--- src/design/lcr_pkg.sv ---
// ----------------------------------------------------------------------------
// Line command receiver package
// Beat types, function and result codes, and the command word table.
// ----------------------------------------------------------------------------
package lcr_pkg;

   localparam logic [1:0] FUNC_BYTE  = 2'd0;
   localparam logic [1:0] FUNC_POLL  = 2'd1;
   localparam logic [1:0] FUNC_ERROR = 2'd2;

   localparam logic [1:0] KIND_TOO_LONG = 2'd0;
   localparam logic [1:0] KIND_STATUS   = 2'd1;
   localparam logic [1:0] KIND_UNKNOWN  = 2'd2;

   localparam logic [7:0] CHAR_CR   = 8'h0D;
   localparam logic [7:0] CHAR_LF   = 8'h0A;
   localparam logic [7:0] CHAR_NULL = 8'h00;

   localparam int WORD_LEN = 6;

   localparam int RSP_DEPTH = 4;
   localparam int RSP_PTR_W = $clog2(RSP_DEPTH);
   localparam int RSP_CNT_W = $clog2(RSP_DEPTH + 1);

   typedef struct packed {
      logic [1:0] func;
      logic [7:0] rx_byte;
      logic       place_a_occupied;
      logic       place_b_occupied;
   } req_type;

   typedef struct packed {
      logic [1:0] kind;
      logic       place_a_used;
      logic       place_b_used;
      logic       last;
   } rsp_type;

   // Characters of the STATUS command word.
   function automatic logic [7:0] status_char(input logic [2:0] idx);
      logic [7:0] c;
      case (idx)
         3'd0: c = 8'h53;
         3'd1: c = 8'h54;
         3'd2: c = 8'h41;
         3'd3: c = 8'h54;
         3'd4: c = 8'h55;
         3'd5: c = 8'h53;
         default: c = CHAR_NULL;
      endcase
      return c;
   endfunction

endpackage

--- src/design/lcr_channels.sv ---
// ----------------------------------------------------------------------------
// Line command receiver channels
// Valid/ready channels for request beats and response beats.
// ----------------------------------------------------------------------------
interface lcr_req_if import lcr_pkg::*; ();
   logic    valid;
   logic    ready;
   req_type payload;

   modport source (output valid, output payload, input ready);
   modport sink (input valid, input payload, output ready);
endinterface

interface lcr_rsp_if import lcr_pkg::*; ();
   logic    valid;
   logic    ready;
   rsp_type payload;

   modport source (output valid, output payload, input ready);
   modport sink (input valid, input payload, output ready);
endinterface

--- src/design/line_command_receiver_unit.sv ---
// ----------------------------------------------------------------------------
// Line command receiver
// Collects received bytes into lines and answers polls with command results.
// ----------------------------------------------------------------------------
// One request beat is taken in every cycle while the four-entry response
// buffer has room for two results, and each beat is fully handled in the
// cycle it is taken. A poll beat places its zero, one or two results into
// the buffer at that edge, and it drains one result per cycle while the
// sink is ready. Since a poll is the only beat that yields results, the
// response side sets the sustained rate only when the sink stalls. The
// line text is not kept as such: as bytes arrive, the first characters
// are compared with the STATUS word, and the verdict is latched when the
// line ends, which gives the same answer as matching the stored line.
module line_command_receiver_unit
   import lcr_pkg::*;
#(
   parameter int LINE_BYTES = 16
) (
   input  logic      clock,
   input  logic      reset,
   lcr_req_if.sink   req_port,
   lcr_rsp_if.source rsp_port
);

   localparam int LEN_W = $clog2(LINE_BYTES);

   logic [LEN_W-1:0]     line_length_ff, line_length_in;
   logic                 line_ready_ff, line_ready_in;
   logic                 overflow_pending_ff, overflow_pending_in;
   logic                 prefix_ok_ff, prefix_ok_in;
   logic                 word_hit_ff, word_hit_in;
   logic                 cmd_status_ff, cmd_status_in;

   rsp_type              rsp_mem_ff [RSP_DEPTH];
   logic [RSP_PTR_W-1:0] rd_ptr_ff, rd_ptr_in;
   logic [RSP_PTR_W-1:0] wr_ptr_ff, wr_ptr_in;
   logic [RSP_CNT_W-1:0] count_ff, count_in;

   req_type              req;
   logic                 req_take;
   logic                 rsp_take;
   logic                 is_term;
   logic                 push_first;
   logic                 push_second;
   rsp_type              first_rsp;
   rsp_type              cmd_rsp;
   logic [RSP_CNT_W-1:0] push_count;

   assign req            = req_port.payload;
   assign req_port.ready = (count_ff <= RSP_CNT_W'(RSP_DEPTH - 2));
   assign req_take       = req_port.valid && req_port.ready;
   assign rsp_take       = rsp_port.valid && rsp_port.ready;
   assign is_term        = (req.rx_byte == CHAR_CR) || (req.rx_byte == CHAR_LF);

   always_comb begin
      line_length_in      = line_length_ff;
      line_ready_in       = line_ready_ff;
      overflow_pending_in = overflow_pending_ff;
      prefix_ok_in        = prefix_ok_ff;
      word_hit_in         = word_hit_ff;
      cmd_status_in       = cmd_status_ff;
      if (req_take) begin
         case (req.func)
            FUNC_BYTE: begin
               if (is_term) begin
                  if ((line_length_ff != '0) && !line_ready_ff) begin
                     line_ready_in = 1'b1;
                     cmd_status_in =
                        ((line_length_ff == LEN_W'(WORD_LEN)) && prefix_ok_ff) ||
                        ((line_length_ff > LEN_W'(WORD_LEN)) && word_hit_ff);
                  end
                  line_length_in = '0;
               end else if (!line_ready_ff) begin
                  if (line_length_ff < LEN_W'(LINE_BYTES - 1)) begin
                     if (line_length_ff < LEN_W'(WORD_LEN)) begin
                        prefix_ok_in = ((line_length_ff == '0) || prefix_ok_ff) &&
                           (req.rx_byte == status_char(line_length_ff[2:0]));
                     end
                     if (line_length_ff == LEN_W'(WORD_LEN)) begin
                        word_hit_in = prefix_ok_ff && (req.rx_byte == CHAR_NULL);
                     end
                     line_length_in = line_length_ff + LEN_W'(1);
                  end else begin
                     line_length_in      = '0;
                     overflow_pending_in = 1'b1;
                  end
               end
            end
            FUNC_POLL: begin
               line_ready_in       = 1'b0;
               overflow_pending_in = 1'b0;
            end
            FUNC_ERROR: begin
               line_length_in = '0;
            end
            default: begin
            end
         endcase
      end
   end

   always_comb begin
      if (cmd_status_ff) begin
         cmd_rsp = '{kind: KIND_STATUS, place_a_used: req.place_a_occupied,
                     place_b_used: req.place_b_occupied, last: 1'b1};
      end else begin
         cmd_rsp = '{kind: KIND_UNKNOWN, place_a_used: 1'b0,
                     place_b_used: 1'b0, last: 1'b1};
      end
      if (overflow_pending_ff) begin
         first_rsp = '{kind: KIND_TOO_LONG, place_a_used: 1'b0,
                       place_b_used: 1'b0, last: !line_ready_ff};
      end else begin
         first_rsp = cmd_rsp;
      end
      push_first  = req_take && (req.func == FUNC_POLL) &&
                    (overflow_pending_ff || line_ready_ff);
      push_second = req_take && (req.func == FUNC_POLL) &&
                    overflow_pending_ff && line_ready_ff;
      push_count  = RSP_CNT_W'(push_first) + RSP_CNT_W'(push_second);
      wr_ptr_in   = wr_ptr_ff + RSP_PTR_W'(push_count);
      rd_ptr_in   = rd_ptr_ff + RSP_PTR_W'(rsp_take);
      count_in    = count_ff + push_count - RSP_CNT_W'(rsp_take);
   end

   always_ff @(posedge clock) begin
      if (reset) begin
         line_length_ff      <= '0;
         line_ready_ff       <= 1'b0;
         overflow_pending_ff <= 1'b0;
         rd_ptr_ff           <= '0;
         wr_ptr_ff           <= '0;
         count_ff            <= '0;
      end else begin
         line_length_ff      <= line_length_in;
         line_ready_ff       <= line_ready_in;
         overflow_pending_ff <= overflow_pending_in;
         rd_ptr_ff           <= rd_ptr_in;
         wr_ptr_ff           <= wr_ptr_in;
         count_ff            <= count_in;
      end
   end

   always_ff @(posedge clock) begin
      prefix_ok_ff  <= prefix_ok_in;
      word_hit_ff   <= word_hit_in;
      cmd_status_ff <= cmd_status_in;
      if (push_first) begin
         rsp_mem_ff[wr_ptr_ff] <= first_rsp;
      end
      if (push_second) begin
         rsp_mem_ff[wr_ptr_ff + RSP_PTR_W'(1)] <= cmd_rsp;
      end
   end

   assign rsp_port.valid   = (count_ff != '0);
   assign rsp_port.payload = rsp_mem_ff[rd_ptr_ff];

   assert property (@(posedge clock) disable iff (reset)
      count_ff <= RSP_CNT_W'(RSP_DEPTH))
      else $error("Response buffer count exceeds its depth.");

   assert property (@(posedge clock) disable iff (reset)
      rsp_port.valid && (rsp_port.payload.kind != KIND_TOO_LONG) |-> rsp_port.payload.last)
      else $error("Command result beat is not marked last.");

   assert property (@(posedge clock) disable iff (reset)
      req_take && (req.func == FUNC_POLL) |=> !line_ready_ff && !overflow_pending_ff)
      else $error("Poll did not consume the pending line and overflow.");

   assert property (@(posedge clock) disable iff (reset)
      line_ready_ff && req_take && (req.func == FUNC_BYTE) && !is_term
      |=> $stable(line_length_ff))
      else $error("Line length moved while a line was ready.");

endmodule

--- src/flat_wrapper.sv ---
// flat-port wrapper written by rule: the top's interface ports become plain ports
module line_command_receiver_unit_flat import lcr_pkg::*;
#(
   parameter int LINE_BYTES = 16
)
  (clock, reset, req_port_valid, req_port_payload, req_port_ready, rsp_port_valid, rsp_port_payload, rsp_port_ready);
  lcr_req_if req_port_i ();
  lcr_rsp_if rsp_port_i ();
  input  logic clock;
  input  logic reset;
  input wire logic [$bits(req_port_i.valid)-1:0] req_port_valid;
  input wire logic [$bits(req_port_i.payload)-1:0] req_port_payload;
  output wire logic [$bits(req_port_i.ready)-1:0] req_port_ready;
  output wire logic [$bits(rsp_port_i.valid)-1:0] rsp_port_valid;
  output wire logic [$bits(rsp_port_i.payload)-1:0] rsp_port_payload;
  input wire logic [$bits(rsp_port_i.ready)-1:0] rsp_port_ready;
  assign req_port_i.valid = req_port_valid;
  assign req_port_i.payload = req_port_payload;
  assign req_port_ready = req_port_i.ready;
  assign rsp_port_valid = rsp_port_i.valid;
  assign rsp_port_payload = rsp_port_i.payload;
  assign rsp_port_i.ready = rsp_port_ready;
  line_command_receiver_unit #(.LINE_BYTES(LINE_BYTES)) u_core (.clock(clock), .reset(reset), .req_port(req_port_i), .rsp_port(rsp_port_i));
endmodule
--- config.mk ---
export PLATFORM = sky130hd
export DESIGN_NAME = line_command_receiver_unit_flat
export DESIGN_NICKNAME = d
export VERILOG_FILES = /design/src/design/lcr_pkg.sv /design/src/design/lcr_channels.sv /design/src/design/line_command_receiver_unit.sv /design/src/flat_wrapper.sv
export SDC_FILE = /design/constraint.sdc
export NUM_CORES = 1
export LEC_CHECK = 0
export BUFFER_PORTS_ARGS = -buffer_cell sky130_fd_sc_hd__clkbuf_2
export CAP_MARGIN = 20
export CORE_UTILIZATION = 30
export DETAILED_ROUTE_END_ITERATION = 8
export HOLD_SLACK_MARGIN = 0.05
export PLACE_DENSITY = 0.5
export SLEW_MARGIN = 20
export SYNTH_ARGS = -nofsm -noshare
export SYNTH_HDL_FRONTEND = slang
export SYNTH_SLANG_ARGS = --single-unit
--- constraint.sdc ---
create_clock -name clock -period 2.5 [get_ports clock]
set_clock_uncertainty 0.1 [all_clocks]
set_input_delay 0.125 -clock clock [delete_from_list [all_inputs] [get_ports clock]]
set_output_delay 0.125 -clock clock [all_outputs]
set_load 0.1 [all_outputs]
==> impl_metrics.json <==
{
  "most-common-layout-cells": "nor2_1 (27), clkbuf_2 (22), edfxtp_1 (19), dfxtp_1 (17), inv_1 (14)",
  "start_util_pct": 31.39,
  "cts_hold_repair.buffers": 0,
  "pwr_density_cell_nw_per_um2": 733.2,
  "ys.flop_type": "edfxtp_1",
  "place_congestion": 0.7358,
  "fin_setup_tns_ns": 0,
  "worst_setup_path_start_kind": "flop",
  "netlist_instances": 208,
  "postSynthNetCount": 236,
  "cp_top_family": "adder cells",
  "ios": 23,
  "die_w_um": 86.55,
  "hold_viol_final": 0,
  "report.final.setup_viol": 0,
  "swShare_pct": 40.95,
  "cts_buffers": 5,
  "dieArea_um2": 7491,
  "seqPwrFrac_pct": 38.6,
  "drtIter0Drc": 110,
  "synth-edff-count": 19,
  "leakage_uw": 0.0009816,
  "nets": 263,
  "rows": 30,
  "avgRoutedWirePerCell_um": 13.28,
  "ys_seq_area_share_pct": 42.47,
  "path_buf_inv": 2,
  "drv_cap": 0,
  "clkPwrFrac_pct": 22.3,
  "ys_warn_count": 0,
  "vias": 1614,
  "path_cells": "or3_4 > and2_4 > ha_1 > inv_1 > ha_1 > inv_1 > fa_2 > xnor2_2 > xnor2_1 > nor2_1",
  "end_kind": "flop",
  "arrival_ns": 2.45,
  "drcViolationCount": 0,
  "async_reset_ff_share_pct": 0,
  "cts.path.max_buffers": 2,
  "crit_fanout": 3,
  "dp_hpwl_mm": 3.308,
  "ys_types": 61,
  "internal_power_uw": 1081,
  "cpPeakStageDelay_ns": 0.40,
  "first_pass_iters": 4,
  "wl_mm": 4.409,
  "clkTransAtPathRegs_ns": 0.08,
  "holdWs_ns": 0.07824,
  "fp.coreArea_um2": 6832,
  "area_growth_pct": 16.39,
  "grt_max_degree": 17,
  "grt_overflow_total": 0,
  "cp.required_ns": 2.57,
  "cts_sinks": 36,
  "drv_slew": 0,
  "die_y_um": 86.55,
  "htree_levels": 2,
  "crit_slowest_cell": "fa_2",
  "worstMarginPinSlew_ns": 0.5534,
  "grt_use_total_pct": 12.93,
  "final_antenna_net_count": 0,
  "first_global_vias": 1543,
  "slew_headroom_pct": 63.26,
  "grt_pass1_wl_mm": 7.472,
  "combPwrFrac_pct": 39.1,
  "avgSynthCellArea_um2": 10.31,
  "cts_tree": "built",
  "fmax_ghz": 0.4205,
  "drive_gt1_share_pct": 24.58,
  "portBuffers": 22,
  "cts_root_buf": "clkbuf_8",
  "p_sw_uw": 749.5,
  "status": "completed",
  "syn_area_um2": 2145,
  "rsz0062_at_grt": "false",
  "period_share_pct": 95.13,
  "clk_latency_ns": 0.28,
  "viasPerCell": 4.861,
  "ys_ff_latch": 36,
  "antenna_found_initial": 0,
  "diodes": 0,
  "fin_crit_ns": 2.378,
  "peakVddDrop_mv": 0.2322,
  "final_common_cell": "nor2_1",
  "hp-class": "input pin to flop",
  "crit_type": "flop to flop"
}
==> path summary, 6_finish.rpt <==
kind         depth (start not counted)  slack, ns                      end               startpoint
min                                  2       0.08       u_core.word_hit_ff      req_port_payload[3]
min reg2reg                          2       0.40  u_core.rsp_mem_ff[3][0]  u_core.rsp_mem_ff[3][0]
max                                 10       0.12       u_core.count_ff[2]       u_core.count_ff[2]
max reg2reg                         10       0.12       u_core.count_ff[2]       u_core.count_ff[2]
==> through the flow <==
stage	instance area [um^2]	instances	power [uW]	util, %	setup slack (ns)
3_5_place_dp	2392	323	1416	35.02	0.06930
6_report	2496	332	1830	36.54	0.1218
2_1_floorplan	2160	208	1312	-	0.004044
5_1_grt	2496	332	1925	36.54	0.008485
4_1_cts	2476	331	1827	36.25	0.04734
3_3_place_gp	2392	323	1421	35.02	0.1111
==> power by group through the flow <==
stage	logic [uW]	registers (uW)	clock network [uW]
6_report	715	707	408
5_1_grt	768	719	438
4_1_cts	697	710	420
3_5_place_dp	692	724	0
3_3_place_gp	698	723	0
2_1_floorplan	625	688	0
==> Yosys cell counts (2+ instances only) <==
cell type	instances	area [um^2]
clkbuf_1	6	22.52
nor4_1	2	12.51
nor2_1	27	101.4
nor3_1	7	35.03
a31oi_1	3	18.77
nor2b_1	7	43.79
o2111ai_2	2	30.03
dfxtp_1	17	340.3
nand3_1	3	15.01
inv_1	14	52.55
ha_1	11	137.6
a22o_1	2	17.52
nand2_1	10	37.54
inv_2	3	11.26
xor2_1	3	26.28
mux4_2	5	112.6
a21oi_1	5	25.02
nor3_2	2	20.02
o22ai_1	3	18.77
mux2i_1	2	20.02
edfxtp_1	19	570.6
nand4_1	3	18.77
and3_1	3	18.77
o21ai_1	3	15.01
xnor2_1	8	70.07
nand2b_1	2	12.51
and2_1	2	12.51
==> routing by layer <==
metal | routed length (um) | global-route usage (%) | up-vias
li1 | - | - | 813
met1 | 2257 | 17.82 | 760
met2 | 1925 | 19.91 | 36
met3 | 179 | 2.952 | 5
met4 | 46 | 4.545 | 0
met5 | 0 | 0 | -
==> logic make-up (layout without fill, tap and decap cells) <==
group | after synthesis | in the layout | share of synthesized area (%)
AOI/OAI and AO/OA | 37 | 37 | 13.94
xor gates and xnor gates | 11 | 11 | 4.493
adders and majority gates | 12 | 12 | 7.351
buffers and inverters | 26 | 54 | 5.017
DFF | 36 | 36 | 42.47
muxes | 7 | 7 | 6.184
and+or+nand+nor | 79 | 79 | 20.54
==> flip-flops by register name (all words and copies together), names as in the netlist <==
signal / flops
u_core.rd_ptr_ff: 2
u_core.line_ready_ff: 1
u_core.overflow_pending_ff: 1
u_core.line_length_ff: 4
u_core.wr_ptr_ff: 2
u_core.cmd_status_ff: 1
u_core.count_ff: 3
u_core.word_hit_ff: 1
u_core.rsp_mem_ff: 20
u_core.prefix_ok_ff: 1
==> repair_timing <==
action | 4_1_cts | 5_1_grt
resized for setup | 0 | 3
buffers inserted | 0 | 1
setup endpoints to repair | 0 | 1
==> cell type report <==
class	instances	area (um^2)
Sequential cell	36	910.9
Clock buffer	6	72.57
Fill cell	725	4335
Timing Repair Buffer	28	155.1
Inverter	18	80.08
Multi-Input combinational cell	146	1146
Tap cell	96	120.1
Clock inverter	2	11.26
==> worst register-to-register path, cell delays in order (launching register included) <==
cell	delay [ns]
dfxtp_1	0.35
or3_4	0.38
and2_4	0.17
ha_1	0.28
inv_1	0.05
ha_1	0.13
inv_1	0.05
fa_2	0.40
xnor2_2	0.18
xnor2_1	0.13
nor2_1	0.05
Note: power is estimated with default switching activity, not from simulation.
